File: src/hw/rtl/itscan_pkg.sv
// shared types and constants for the identifier token scanner
package itscan_pkg;

    // identifier count bound and derived counter width
    localparam int unsigned MAX_IDENTIFIERS = 256;
    localparam int unsigned CNT_W           = $clog2(MAX_IDENTIFIERS + 1);
    localparam int unsigned ORD_W           = 8;
    localparam int unsigned TOTAL_W         = 9;

    // character codes
    localparam logic [7:0] CH_DASH   = 8'h2D;
    localparam logic [7:0] CH_GT     = 8'h3E;
    localparam logic [7:0] CH_DOT    = 8'h2E;
    localparam logic [7:0] CH_SQUOTE = 8'h27;
    localparam logic [7:0] CH_DQUOTE = 8'h22;
    localparam logic [7:0] CH_UNDER  = 8'h5F;

    // scanner modes
    typedef enum logic [2:0] {
        MODE_NORMAL   = 3'd0,
        MODE_IDENT    = 3'd1,
        MODE_NUMBER   = 3'd2,
        MODE_MEMBER   = 3'd3,
        MODE_DOT_SKIP = 3'd4,
        MODE_SQUOTE   = 3'd5,
        MODE_DQUOTE   = 3'd6
    } scan_mode_t;

    // input transaction
    typedef struct packed {
        logic [7:0] ch;
        logic       end_of_line;
    } in_item_t;

    // result transaction
    typedef struct packed {
        logic               starts_identifier;
        logic               inside_identifier;
        logic [ORD_W-1:0]   identifier_ordinal;
        logic [TOTAL_W-1:0] identifier_total;
        logic               overflow;
        logic               line_done;
    } out_item_t;

    // character classes
    function automatic logic is_letter(input logic [7:0] c);
        return ((c >= 8'h41) && (c <= 8'h5A)) || ((c >= 8'h61) && (c <= 8'h7A));
    endfunction

    function automatic logic is_digit(input logic [7:0] c);
        return (c >= 8'h30) && (c <= 8'h39);
    endfunction

endpackage

File: src/hw/rtl/identifier_token_scanner.sv
// identifier token scanner: marks identifiers in a stream of line characters
//
// Usage: one character per input transaction on s_data (ch, end_of_line),
// one result per character on m_data, in order. Both channels are
// valid/ready; a transaction moves when valid and ready are both high.
// The result for a character is in the output register from the cycle
// after its input transaction, so m_valid rises on the next clock.
// Throughput: one character per clock unless the output stalls. The scan
// state is updated in the same cycle the character is accepted, through
// one level of mode logic and a counter increment, and the single output
// register is refilled while it is being drained.
// Stall: while m_valid is high and m_ready is low, s_ready is low and the
// held result and the scan state stay unchanged.
// Reset: synchronous, active low on aresetn; the scanner returns to normal
// mode with zero count and no overflow, and the output register empties.
// A character with end_of_line set ends the line: after its result the
// scanner state returns to its reset values.
module identifier_token_scanner (
    input  logic                  aclk,
    input  logic                  aresetn,
    input  logic                  s_valid,
    output logic                  s_ready,
    input  itscan_pkg::in_item_t  s_data,
    output logic                  m_valid,
    input  logic                  m_ready,
    output itscan_pkg::out_item_t m_data
);

    itscan_pkg::scan_mode_t              mode_reg, mode_next;
    logic                                after_id_reg, after_id_next;
    logic                                prev_digit_reg, prev_digit_next;
    logic                                dash_reg, dash_next;
    logic [itscan_pkg::CNT_W-1:0]        count_reg, count_next;
    logic                                ovf_reg, ovf_next;
    logic                                m_valid_reg;
    itscan_pkg::out_item_t               m_data_reg, m_data_next;

    logic                                accept;
    logic                                dispatch;
    logic                                start;
    logic                                in_ident;
    logic                                c_letter, c_digit, c_alnum;
    logic [7:0]                          c;
    logic [itscan_pkg::CNT_W-1:0]        ord_full;

    // handshake: output register refills while it drains
    assign s_ready = !m_valid_reg || m_ready;
    assign accept  = s_valid && s_ready;
    assign m_valid = m_valid_reg;
    assign m_data  = m_data_reg;

    // character classes
    assign c        = s_data.ch;
    assign c_letter = itscan_pkg::is_letter(c);
    assign c_digit  = itscan_pkg::is_digit(c);
    assign c_alnum  = c_letter || c_digit;

    // next scan state and result for the incoming character
    always_comb begin
        mode_next       = mode_reg;
        after_id_next   = after_id_reg;
        dash_next       = 1'b0;
        count_next      = count_reg;
        ovf_next        = ovf_reg;
        prev_digit_next = c_digit;
        dispatch        = 1'b0;
        start           = 1'b0;
        in_ident        = 1'b0;

        // mode specific handling
        unique case (mode_reg)
            itscan_pkg::MODE_IDENT: begin
                if (c_alnum || c == itscan_pkg::CH_UNDER) begin
                    in_ident = 1'b1;
                end else begin
                    dispatch = 1'b1;
                end
            end
            itscan_pkg::MODE_NUMBER: begin
                if (!(c_alnum || c == itscan_pkg::CH_UNDER)) begin
                    dispatch = 1'b1;
                end
            end
            itscan_pkg::MODE_MEMBER: begin
                if (!c_alnum) begin
                    dispatch = 1'b1;
                end
            end
            itscan_pkg::MODE_DOT_SKIP: begin
                mode_next = itscan_pkg::MODE_MEMBER;
            end
            itscan_pkg::MODE_SQUOTE: begin
                if (c == itscan_pkg::CH_SQUOTE) begin
                    mode_next = itscan_pkg::MODE_NORMAL;
                end
            end
            itscan_pkg::MODE_DQUOTE: begin
                if (c == itscan_pkg::CH_DQUOTE) begin
                    mode_next = itscan_pkg::MODE_NORMAL;
                end
            end
            default: begin
                dispatch = 1'b1;
            end
        endcase

        // normal dispatch of a character
        if (dispatch) begin
            mode_next = itscan_pkg::MODE_NORMAL;
            if (c_letter && !prev_digit_reg) begin
                start    = 1'b1;
                in_ident = 1'b1;
                if (count_reg < itscan_pkg::CNT_W'(itscan_pkg::MAX_IDENTIFIERS)) begin
                    count_next = count_reg + 1'b1;
                end else begin
                    ovf_next = 1'b1;
                end
                mode_next     = itscan_pkg::MODE_IDENT;
                after_id_next = 1'b1;
            end else if (c_digit) begin
                mode_next     = itscan_pkg::MODE_NUMBER;
                after_id_next = 1'b0;
            end else if (dash_reg && c == itscan_pkg::CH_GT) begin
                mode_next     = itscan_pkg::MODE_MEMBER;
                after_id_next = 1'b0;
            end else if (c == itscan_pkg::CH_DASH && after_id_reg) begin
                dash_next = 1'b1;
            end else if (c == itscan_pkg::CH_DOT && after_id_reg) begin
                mode_next     = itscan_pkg::MODE_DOT_SKIP;
                after_id_next = 1'b0;
            end else if (c == itscan_pkg::CH_SQUOTE) begin
                mode_next = itscan_pkg::MODE_SQUOTE;
            end else if (c == itscan_pkg::CH_DQUOTE) begin
                mode_next = itscan_pkg::MODE_DQUOTE;
            end
        end

        // result fields
        ord_full = count_next - 1'b1;
        m_data_next.starts_identifier  = start;
        m_data_next.inside_identifier  = in_ident;
        m_data_next.identifier_ordinal = (in_ident && count_next != '0)
                                         ? ord_full[itscan_pkg::ORD_W-1:0]
                                         : '0;
        m_data_next.identifier_total   = itscan_pkg::TOTAL_W'(count_next);
        m_data_next.overflow           = ovf_next;
        m_data_next.line_done          = s_data.end_of_line;
    end

    // scan state registers, cleared at end of line
    always_ff @(posedge aclk) begin
        if (!aresetn) begin
            mode_reg       <= itscan_pkg::MODE_NORMAL;
            after_id_reg   <= 1'b0;
            prev_digit_reg <= 1'b0;
            dash_reg       <= 1'b0;
            count_reg      <= '0;
            ovf_reg        <= 1'b0;
        end else if (accept) begin
            if (s_data.end_of_line) begin
                mode_reg       <= itscan_pkg::MODE_NORMAL;
                after_id_reg   <= 1'b0;
                prev_digit_reg <= 1'b0;
                dash_reg       <= 1'b0;
                count_reg      <= '0;
                ovf_reg        <= 1'b0;
            end else begin
                mode_reg       <= mode_next;
                after_id_reg   <= after_id_next;
                prev_digit_reg <= prev_digit_next;
                dash_reg       <= dash_next;
                count_reg      <= count_next;
                ovf_reg        <= ovf_next;
            end
        end
    end

    // output register valid
    always_ff @(posedge aclk) begin
        if (!aresetn) begin
            m_valid_reg <= 1'b0;
        end else if (s_ready) begin
            m_valid_reg <= s_valid;
        end
    end

    // output register payload
    always_ff @(posedge aclk) begin
        if (accept) begin
            m_data_reg <= m_data_next;
        end
    end

`ifndef SYNTHESIS
    // a starting character always lies inside its identifier
    assert property (@(posedge aclk) disable iff (!aresetn)
        m_valid && m_data.starts_identifier |-> m_data.inside_identifier)
        else $error("start flagged outside an identifier");

    // end of line returns the scanner to its reset state
    assert property (@(posedge aclk) disable iff (!aresetn)
        accept && s_data.end_of_line |=>
            mode_reg == itscan_pkg::MODE_NORMAL && count_reg == '0 && !ovf_reg)
        else $error("scanner state not cleared after end of line");

    // the identifier count never passes its bound
    assert property (@(posedge aclk) disable iff (!aresetn)
        count_reg <= itscan_pkg::CNT_W'(itscan_pkg::MAX_IDENTIFIERS))
        else $error("identifier count beyond bound");

    // overflow only once the count sits at the bound
    assert property (@(posedge aclk) disable iff (!aresetn)
        ovf_reg |-> count_reg == itscan_pkg::CNT_W'(itscan_pkg::MAX_IDENTIFIERS))
        else $error("overflow raised below the bound");
`endif

endmodule

File: config.mk
export PLATFORM = sky130hd
export DESIGN_NAME = identifier_token_scanner
export DESIGN_NICKNAME = d
export VERILOG_FILES = /design/src/hw/rtl/itscan_pkg.sv /design/src/hw/rtl/identifier_token_scanner.sv
export SDC_FILE = /design/constraint.sdc
export NUM_CORES = 1
export LEC_CHECK = 0
export BUFFER_PORTS_ARGS = -buffer_cell sky130_fd_sc_hd__buf_2
export CELL_PAD_IN_SITES_DETAIL_PLACEMENT = 2
export CELL_PAD_IN_SITES_GLOBAL_PLACEMENT = 2
export CORE_MARGIN = 5
export CORE_UTILIZATION = 35
export DETAILED_ROUTE_END_ITERATION = 6
export PLACE_DENSITY = 0.82
export RECOVER_POWER = 25
export SLEW_MARGIN = 40
export SYNTH_ARGS = -nofsm -noshare
export SYNTH_HDL_FRONTEND = slang
export SYNTH_SLANG_ARGS = --single-unit
File: constraint.sdc
create_clock -name aclk -period 4.34 [get_ports aclk]
set_input_delay 0.868 -clock aclk [delete_from_list [all_inputs] [get_ports aclk]]
set_output_delay 0.868 -clock aclk [all_outputs]
set_load 0.005 [all_outputs]
Word level (Yosys, flattened, before mapping)
Index checks and enable logic that the tools add are counted.
{"block": "word_totals", "wordCells": 102, "input_bits": 13, "out_inout_bits": 23, "regBits": 38}
{"block": "op_classes", "magnitude_cmp": 7, "n_mux": 42, "n_eq_ne": 15, "addsub": 2, "n_reduce_logical": 23}
{"operator": "$eq 8x6->1 const B", "n": 5}
{"operator": "$mux 9", "n": 4}
{"operator": "$mux 3", "n": 11}
{"operator": "$mux 1", "n": 25}
{"operator": "$ge 8x7->1 const B", "n": 2}
{"operator": "$le 8x7->1 const B", "n": 2}
{"operator": "$reduce_bool 5->1", "n": 2}
{"operator": "$add 9x1->9 const B", "n": 1}
{"operator": "$eq 3x3->1 const B", "n": 3}
{"operator": "$logic_and 1x1->1", "n": 9}
{"operator": "$lt 9x9->1 const B", "n": 1}
{"operator": "$pmux 3 s3", "n": 1}
{"operator": "$reduce_bool 9->1", "n": 1}
{"operator": "$eq 8x7->1 const B", "n": 1}
{"operator": "$ge 8x6->1 const B", "n": 1}
{"operator": "$le 8x6->1 const B", "n": 1}
{"operator": "$ne 4x4->1 const B", "n": 2}
{"operator": "$reduce_and 4->1", "n": 2}
{"operator": "$sub 8x1->8 const B", "n": 1}
{"operator": "$eq 3x2->1 const B", "n": 2}
{"operator": "$ne 5x5->1 const B", "n": 1}
{"operator": "$logic_or 1x1->1", "n": 4}
{"operator": "$eq 3x1->1 const B", "n": 1}
{"operator": "$pmux 1 s3", "n": 1}
{"operator": "other kinds (4)", "n": 5}

Longest topological paths before layout
Gate-level depths: netlist of the first run.
{"block": "logic_depth", "ltp_word": 10, "ltp_mapped": 13, "mapped_depth_nobuf": 11}

Worst setup path after synthesis of the first run
No wires, ideal clock.
{"block": "synth_timing", "path_type": "in2reg", "start": "input port s_data[1] (netlist bit)", "end": "register m_data_reg, in the netlist m_data[15], data pin", "arrival_ps": 3480, "setup_ps": 272, "slack_ps": 588, "stages": 13, "required_ps": 4068, "n_path_buf": 2, "cell_sequence": "clkbuf_1 -> nor3_1 -> a222oi_1 -> buf_4 -> nand2_1 -> mux2_2 -> inv_1 -> ha_1 -> inv_1 -> a311oi_1 -> nand3_1 -> o41ai_4 -> nor3_2"}
{"block": "synth_between", "elab_chain_len": 10, "word_cells_on_any_way": 26, "classes_between": "add/sub (1); order compare (6); eq/ne (1); mux (9); reduce/logical (9)"}
{"element": "start, declared", "line": "identifier_token_scanner.sv:23", "rtl": "input itscan_pkg::in_item_t s_data,"}
{"element": "$ge 8x7->1 / $le 8x7->1 (equally long branches)", "line": "itscan_pkg.sv:47", "rtl": "return ((c >= 8'h41) && (c <= 8'h5A)) || ((c >= 8'h61) && (c <= 8'h7A));"}
{"element": "$logic_and 1x1->1", "line": "itscan_pkg.sv:47"}
{"element": "$logic_or 1x1->1", "line": "itscan_pkg.sv:47"}
{"element": "$logic_or 1x1->1", "line": "identifier_token_scanner.sv:56", "rtl": "assign c_alnum = c_letter || c_digit;"}
{"element": "$logic_or 1x1->1", "line": "identifier_token_scanner.sv:73, identifier_token_scanner.sv:80"}
{"element": "$mux 1", "line": "identifier_token_scanner.sv:73, identifier_token_scanner.sv:80"}
{"element": "$pmux 1 s3", "line": "identifier_token_scanner.sv:71", "rtl": "unique case (mode_reg)"}
{"element": "$mux 9 (*)", "line": "identifier_token_scanner.sv:108", "rtl": "if (dispatch) begin"}
{"element": "via count_next (one bit)", "line": "identifier_token_scanner.sv:33", "rtl": "logic [itscan_pkg::CNT_W-1:0] count_reg, count_next;"}
{"element": "branches (longest 2 deep; another with $sub 8x1->8)"}
{"element": "end signal, assigned", "line": "identifier_token_scanner.sv:190", "rtl": "m_data_reg <= m_data_next;"}
{"element": "end, declared", "line": "identifier_token_scanner.sv:36", "rtl": "itscan_pkg::out_item_t m_data_reg, m_data_next;"}
Mark *: on every way through the listed nets, which the timed path passes.
A chain may end at the register's enable or synchronous reset.

Final worst setup path of the first run
{"block": "layout_timing", "start": "input port s_data[1] (netlist bit)", "end": "register m_data_reg, in the netlist m_data[14], data pin"}
Same word-level chain as after synthesis.

==> flow_summary.json, run 1 <==
{
  "synth_common_cells": "edfxtp_1, dfxtp_1, nand2_1, nor2_1, inv_1",
  "arrival_ns": 3.58,
  "cts_buffers": 5,
  "hold_path_depth": 2,
  "cts_num_sinks": 38,
  "yosysMostFrequentCell": "edfxtp_1",
  "rsz0062_at_grt": "false",
  "hpwl_um": 4880,
  "final_hold_viol_count": 0,
  "setup_slack_ns": 0.788,
  "synth_top_area_share_pct": 28.1,
  "p_leak_uw": 0.00103,
  "crit_path_start_kind": "input port",
  "die_height_um": 90.1,
  "largest_reg_flops": 21,
  "total_power_uw": 807,
  "portBuffers": 35,
  "cts_tree": "done",
  "synth.ff_latch_count": 38,
  "antenna_found_initial": 0,
  "grt_pass1_vias": 2057,
  "wirelength_um": 6420,
  "synthArstFlopShare_pct": 0,
  "cts_resized": 0,
  "yosys.area.top_type": "edfxtp_1",
  "max-slew-margin-rel_pct": 44.4,
  "post-route-drc-count": 0,
  "vdd_drop_max_v": 0.000189,
  "diodes": 0,
  "nets": 278,
  "vias": 1916,
  "hp-start": "ovf_reg",
  "hold_buffers": 0,
  "fmax_mhz": 282,
  "synth_nets": 245,
  "grt_pass1_wl_um": 10600,
  "gp_congestion": 0.815,
  "worstPathMaxFanout": 9,
  "drtAntennaViolNets": 0,
  "ioPinCount": 36,
  "setup_viol": 0,
  "period_minus_slack_ns": 3.55,
  "die-area_um2": 8120,
  "end_kind": "flop",
  "fillCellCount": 726,
  "synth_warnings": 0,
  "seqPwrFrac_pct": 49.2,
  "slew_viol_final": 0,
  "start_util_pct": 35.6,
  "worst_hold_path_type": "reg2reg",
  "wl_per_cell_um": 18.9,
  "syn_area_um2": 2250,
  "synthCells": 229,
  "crit_start": "s_data[1]",
  "ys_top_cells_by_area": "edfxtp_1, dfxtp_1, nor2b_1",
  "worstPathRequired_ns": 4.37,
  "reg2regPathDepth": 11,
  "worstSkewPairLatency_ns": 0.30,
  "area_delta_synth_final_pct": 14.9,
  "cts.htree.levels": 2,
  "drive_gt1_share_pct": 16.3,
  "p_per_area_nw_per_um2": 313,
  "synth_ff_type": "edfxtp_1",
  "r2r_start": "mode_reg[1]",
  "clock_path_buffers": 2,
  "skew_ns": 0.0109,
  "tns_ns": 0,
  "path_class": "in2reg",
  "rows": 29,
  "avgSynthCellArea_um2": 9.81,
  "yosysSeqAreaShare_pct": 43.2,
  "cap_violations": 0,
  "yosysUniqueCellTypes": 63,
  "place_worst_setup_slack_ns": 0.500,
  "synth-edff-count": 21,
  "cts_setup_buffers": 0,
  "tightest_slew_ns": 0.834,
  "viasPerCell": 5.64,
  "core_area_um2": 6310,
  "period_share_pct": 81.8,
  "grt-ovfl-total": 0,
  "dr.pass1.iters": 4,
  "track_usage_pct": 16.0,
  "status": "completed",
  "fp.dieW_um": 90.1,
  "p_int_uw": 612,
  "switchingPower_uw": 195,
  "clk_pin_slew_worst_paths_ns": 0.07,
  "grt_max_degree": 22,
  "ctsRootBufferMaster": "clkbuf_8",
  "sw_frac_of_total_pct": 24.1,
  "clockPowerShare_pct": 39.4,
  "combPwrFrac_pct": 11.4,
  "first_iter_violations": 66
}
final cells by class:
type	instances	area, µm²	share of cell area [%]
Multi-Input combinational cell	165	1170	45.2
Sequential cell	38	971	37.6
Timing Repair Buffer	38	176	6.83
Tap cell	77	96.3	3.73
Clock buffer	7	86.3	3.34
Inverter	14	55.1	2.13
Clock inverter	1	30.0	1.16
metal layers:
metal | share of wire [%] | wire length (µm) | global-route usage (%) | vias up
met5 | 0 | 0 | 0 | -
met4 | 1.2 | 78 | 3.85 | 0
met3 | 4.3 | 274 | 4.01 | 9
met2 | 53 | 3380 | 29.1 | 36
met1 | 42 | 2700 | 18.8 | 950
li1 | - | - | - | 921
power groups by stage:
stage | combinational, µW | sequential (µW) | clock [µW]
6_report | 92.4 | 397 | 318
5_1_grt | 103 | 399 | 341
4_1_cts | 96.1 | 397 | 325
3_5_place_dp | 95.2 | 405 | 0
3_3_place_gp | 91.2 | 405 | 0
2_1_floorplan | 55.4 | 406 | 0
per-stage QoR:
stage | hold WS (ns) | area (µm²) | util [%] | cells
after detailed placement | 0.494 | 2490 | 39.4 | 332
after floorplan | 0.436 | 2250 | - | 229
final | 0.496 | 2580 | 40.9 | 340
after global placement | 0.453 | 2480 | 39.3 | 332
after CTS | 0.503 | 2600 | 41.2 | 340
after global routing | 0.517 | 2580 | 40.9 | 340
worst paths after layout:
kind	end	slack, ns
min	ovf_reg	0.50
max reg2reg	m_data[14]	0.96
min reg2reg	ovf_reg	0.50
max	m_data[14]	0.79
critical path, stage by stage:
cell and delay, ns:
buf_2 0.15, a21o_1 0.20, a222oi_1 0.40, nand2_1 0.17, mux2_2 0.32, inv_1 0.09, ha_1 0.15, inv_1 0.04
a311oi_1 0.41, nand3_1 0.21, o41ai_4 0.44, nor2_1 0.12
cell usage in the layout, fill, tap and decap left out, drive strengths merged, types with 4 or more instances in the layout:
cell and n:
dfxtp 17, nor2 14, xnor2 4, and2 6
clkbuf 23, a22oi 7, edfxtp 21, a21o 6
nand4 8, xor2 4, inv 14, nor3 10
o21ai 7, buf 22, and3 6, nand2 14
a21oi 4, a21boi 5, nor2b 9, nand3 5
nand2b 4
kinds of logic (layout without fill, tap and decap cells):
logic type,after synthesis,after routing,synth area share (%)
muxes,6,6,3.56
AOI/OAI and AO/OA,53,53,18.4
and+or+nand+nor,95,95,24.6
adders and majority gates,3,3,1.67
DFF,38,38,43.2
xor gates and xnor gates,8,8,3.45
buffers and inverters,26,60,5.07
No activity file was read; power rests on OpenSTA's default activity.
==> inputs of run 2 (changes only) <==
- clock period: 4.34 -> 3.61 ns (I/O delays scaled with it)
==> run 2 against run 1 <==
Clock power decreased by 11%; combinational power increased by 31%; clock skew increased by 0.0015 ns; routed wire length increased by 0.90%; total power increased by 9.3%; cell count increased by 2.4%; global-route usage increased by 0.38 points; die area unchanged; sequential share of layout area decreased by 0.57 points; register-to-register slack got worse by 0.71 ns; via count increased by 2.3%; largest cell class unchanged.
==> flow_summary.json, run 2 (synthesis gave the netlist of run 1 again) <==
{
  "tightest_slew_ns": 0.844,
  "final_hold_viol_count": 0,
  "whs_ns": 0.488,
  "clock_path_buffers": 2,
  "diodes": 0,
  "total_power_uw": 882,
  "period_share_pct": 93.8,
  "cts.htree.levels": 2,
  "place_area_um2": 2530,
  "status": "completed",
  "cap_violations": 0,
  "track_usage_pct": 16.4,
  "grt-ovfl-total": 0,
  "clk_pin_slew_worst_paths_ns": 0.07,
  "area_delta_synth_final_pct": 16.7,
  "rsz0062_at_grt": "false",
  "cts_buffers": 5,
  "grt_pass1_vias": 2153,
  "drtAntennaViolNets": 0,
  "die_height_um": 90.1,
  "antenna_found_initial": 0,
  "dr.pass1.iters": 4,
  "wirelength_um": 6480,
  "path_class": "in2reg",
  "arrival_ns": 3.41,
  "drive_gt1_share_pct": 20.3,
  "gp_congestion": 0.867,
  "largest_reg_flops": 21,
  "post-route-drc-count": 0,
  "portBuffers": 35,
  "fp.dieW_um": 90.1,
  "rows": 29,
  "final_util_pct": 41.5,
  "cts_num_sinks": 38,
  "ctsRootBufferMaster": "clkbuf_8",
  "hold_buffers": 0,
  "hpwl_um": 5150,
  "fillCellCount": 711,
  "worst_hold_path_type": "reg2reg",
  "grt_max_degree": 20,
  "worstPathMaxFanout": 7,
  "vdd_drop_max_v": 0.000121,
  "slew_viol_final": 0,
  "first_iter_violations": 56,
  "cts_tree": "done",
  "fmax_mhz": 295,
  "core_area_um2": 6310,
  "period_minus_slack_ns": 3.39,
  "ioPinCount": 36,
  "max-slew-margin-rel_pct": 43.7,
  "reg2regPathDepth": 13,
  "skew_ns": 0.0124,
  "fin_area_um2": 2620,
  "hold_path_depth": 2,
  "setup_viol": 0,
  "vias": 1960,
  "p_per_area_nw_per_um2": 336,
  "end_kind": "flop",
  "crit_path_start_kind": "input port",
  "viasPerCell": 5.63,
  "p_leak_uw": 0.00106,
  "die-area_um2": 8120,
  "wl_per_cell_um": 18.6,
  "start_util_pct": 35.6,
  "grt_pass1_wl_um": 10900,
  "worstPathRequired_ns": 3.64,
  "worstSkewPairLatency_ns": 0.29,
  "layout_common_cells": "buf_2, edfxtp_1, dfxtp_1",
  "nets": 286
}
run 2: changes by cell type in the layout (fill, tap and decap cells not counted), sizes merged:
cell	previous run	this run
clkbuf	23	20
buf	22	32
clkinv	0	2
bufinv	1	0
run 2: worst max-delay path: stages:
cell,delay (ns)
buf_2,0.14
a21o_1,0.18
a222oi_1,0.32
buf_4,0.18
nand2_1,0.09
mux2_2,0.32
inv_1,0.08
ha_1,0.15
inv_1,0.05
a311oi_2,0.28
nand3_1,0.26
o41ai_4,0.37
buf_4,0.21
nor3_2,0.05
run 2: worst paths after layout:
| kind | start | end | slack (ns) |
|---|---|---|---|
| max | s_data[2] | m_data[16] | 0.22 |
| min reg2reg | ovf_reg | ovf_reg | 0.49 |
| min | ovf_reg | ovf_reg | 0.49 |
| max reg2reg | mode_reg[1] | m_data[16] | 0.25 |
run 2: cell type report:
cell class	instances	area, µm²	share of cell area [%]
tap	77	96.3	3.67
clock inverter	2	8.76	0.334
multi-input combinational	165	1180	44.9
clock buffer	6	72.6	2.77
sequential	38	971	37.0
inverter	14	55.1	2.10
timing repair buffer	46	240	9.16
run 2: what timing repair did:
| item | 4_1_cts | 5_1_grt |
|---|---|---|
| endpoints found under the hold margin | 0 | 0 |
| buffers inserted | 0 | 2 |
| resized for setup | 0 | 2 |
| endpoints found under the setup margin | 0 | 6 |
run 2: per-stage QoR:
stage,setup TNS (ns),setup WS [ns],cells
2_1_floorplan,0,0.00376,229
3_5_place_dp,-1.02,-0.183,338
3_3_place_gp,0,0.0705,338
4_1_cts,0,0.0866,346
6_report,0,0.223,348
5_1_grt,0,0.0221,348
run 2: where the power goes:
part           leakage (µW)  total [µW]  switching (µW)  internal [µW]
Sequential         0.000348         477            5.73            472
Combinational      0.000670         121            74.1           46.7
Clock             0.0000426         284             151            133
Total               0.00106         882             231            651
run 2: metal layers:
metal,share of wire [%],routed length [µm],vias to the layer above,GRT usage (%)
met5,0,0,-,0
met4,2.4,154,0,5.83
li1,-,-,931,-
met3,3.1,198,11,3.01
met1,41,2660,987,18.4
met2,54,3470,31,30.6
==> inputs of run 3 (changes only) <==
- REMOVE_ABC_BUFFERS: default -> 1
==> run 3 against run 2 <==
Global-route usage down 1.1 points; cell count up 0.57%; total power up 0.40%; largest power group unchanged; largest cell class unchanged.
==> flow_summary.json, run 3 (synthesis gave the netlist of run 1 again) <==
{
  "cts.htree.levels": 2,
  "setup_viol": 0,
  "fmax_mhz": 302,
  "grt_pass1_vias": 2030,
  "fp.dieW_um": 90.1,
  "clockPowerShare_pct": 32.9,
  "crit_start": "mode_reg[1]",
  "status": "completed",
  "area_delta_synth_final_pct": 16.9,
  "dr.pass1.iters": 4,
  "vdd_drop_max_v": 0.000180,
  "worstSkewPairLatency_ns": 0.30,
  "track_usage_pct": 15.3,
  "antenna_found_initial": 0,
  "p_int_uw": 650,
  "rows": 29,
  "worst_hold_path_type": "reg2reg",
  "layout_common_cells": "buf_2, edfxtp_1, dfxtp_1",
  "wl_per_cell_um": 17.6,
  "die_height_um": 90.1,
  "viasPerCell": 5.56,
  "crit_path_start_kind": "flop",
  "setup_slack_ns": 0.303,
  "largest_reg_flops": 21,
  "cts_resized": 0,
  "period_share_pct": 91.6,
  "grt_pass1_wl_um": 10300,
  "gp_congestion": 0.944,
  "switchingPower_uw": 236,
  "cts_tree": "done",
  "final_hold_viol_count": 0,
  "core_area_um2": 6310,
  "max-slew-margin-rel_pct": 52.7,
  "wirelength_um": 6160,
  "ctsRootBufferMaster": "clkbuf_8",
  "hp-start": "dash_reg",
  "cap_violations": 0,
  "end_kind": "flop",
  "hpwl_um": 4820,
  "nets": 288,
  "cts_setup_buffers": 0,
  "clk_pin_slew_worst_paths_ns": 0.08,
  "sw_frac_of_total_pct": 26.6,
  "clock_path_buffers": 2,
  "tns_ns": 0,
  "seqPwrFrac_pct": 53.9,
  "drtAntennaViolNets": 0,
  "diodes": 0,
  "worstPathRequired_ns": 3.66,
  "place_area_um2": 2550,
  "period_minus_slack_ns": 3.31,
  "hold_buffers": 0,
  "grt-ovfl-total": 0,
  "fillCellCount": 723,
  "combPwrFrac_pct": 13.2,
  "fin_area_um2": 2630,
  "portBuffers": 35,
  "drive_gt1_share_pct": 20.1,
  "tightest_slew_ns": 0.710,
  "cts_buffers": 5,
  "first_iter_violations": 48,
  "worstPathMaxFanout": 12,
  "grt_max_degree": 25,
  "whs_ns": 0.488,
  "start_util_pct": 35.6,
  "p_per_area_nw_per_um2": 337,
  "cts_num_sinks": 38,
  "slew_viol_final": 0,
  "r2r_start": "mode_reg[1]",
  "skew_ns": 0.00778,
  "place_worst_setup_slack_ns": -0.00676,
  "vias": 1946,
  "arrival_ns": 3.36,
  "p_leak_uw": 0.00106,
  "die-area_um2": 8120,
  "path_class": "reg2reg",
  "ioPinCount": 36,
  "post-route-drc-count": 0
}
## run 3: worst max-delay path, stage by stage, from the launching register on
cell and delay (ns):
dfxtp_1 0.42, or3_1 0.39, a222oi_1 0.34, nand2_1 0.17
mux2_2 0.32, inv_1 0.09, ha_1 0.14, inv_1 0.04
a311oi_1 0.31, nand3_1 0.22, o41ai_4 0.39, buf_4 0.19
nor2_1 0.05
## run 3: path summary, 6_finish.rpt
| check | endpoint | slack (ns) | depth (start not counted) |
|---|---|---|---|
| setup / recovery | m_data[12] | 0.30 | 12 |
| hold / removal | dash_reg | 0.49 | 2 |
| setup reg to reg | m_data[12] | 0.30 | 12 |
| hold reg to reg | dash_reg | 0.49 | 2 |
## run 3: cell type report
type / count / area (µm²) / share of cell area [%]
multi-input cells: 165 / 1170 / 44.4
flip-flops and latches: 38 / 971 / 37.0
clock inverters: 3 / 16.3 / 0.619
repair buffers: 48 / 251 / 9.58
well taps: 77 / 96.3 / 3.67
inverters: 14 / 55.1 / 2.10
clock buffers: 5 / 68.8 / 2.62
## run 3: routing by layer
layer	vias to the layer above	wire length, µm	GRT usage (%)
li1	933	-	-
met1	970	2570	17.0
met2	38	3290	28.8
met3	5	224	3.51
met4	0	80	4.47
met5	-	0	0
## run 3: metrics by stage
| stage | instances | power (µW) | util (%) |
|---|---|---|---|
| floorplan | 217 | 546 | - |
| global placement | 340 | 602 | 40.3 |
| detailed placement | 340 | 608 | 40.3 |
| CTS | 348 | 896 | 41.7 |
| global route | 350 | 922 | 41.6 |
| finish | 350 | 885 | 41.6 |
## run 3: power by group through the flow
stage | combinational [µW] | clock [µW] | sequential, µW
floorplan | 57.2 | 0 | 489
global placement | 116 | 0 | 486
detailed placement | 120 | 0 | 487
CTS | 121 | 298 | 477
global route | 130 | 313 | 479
finish | 117 | 291 | 477
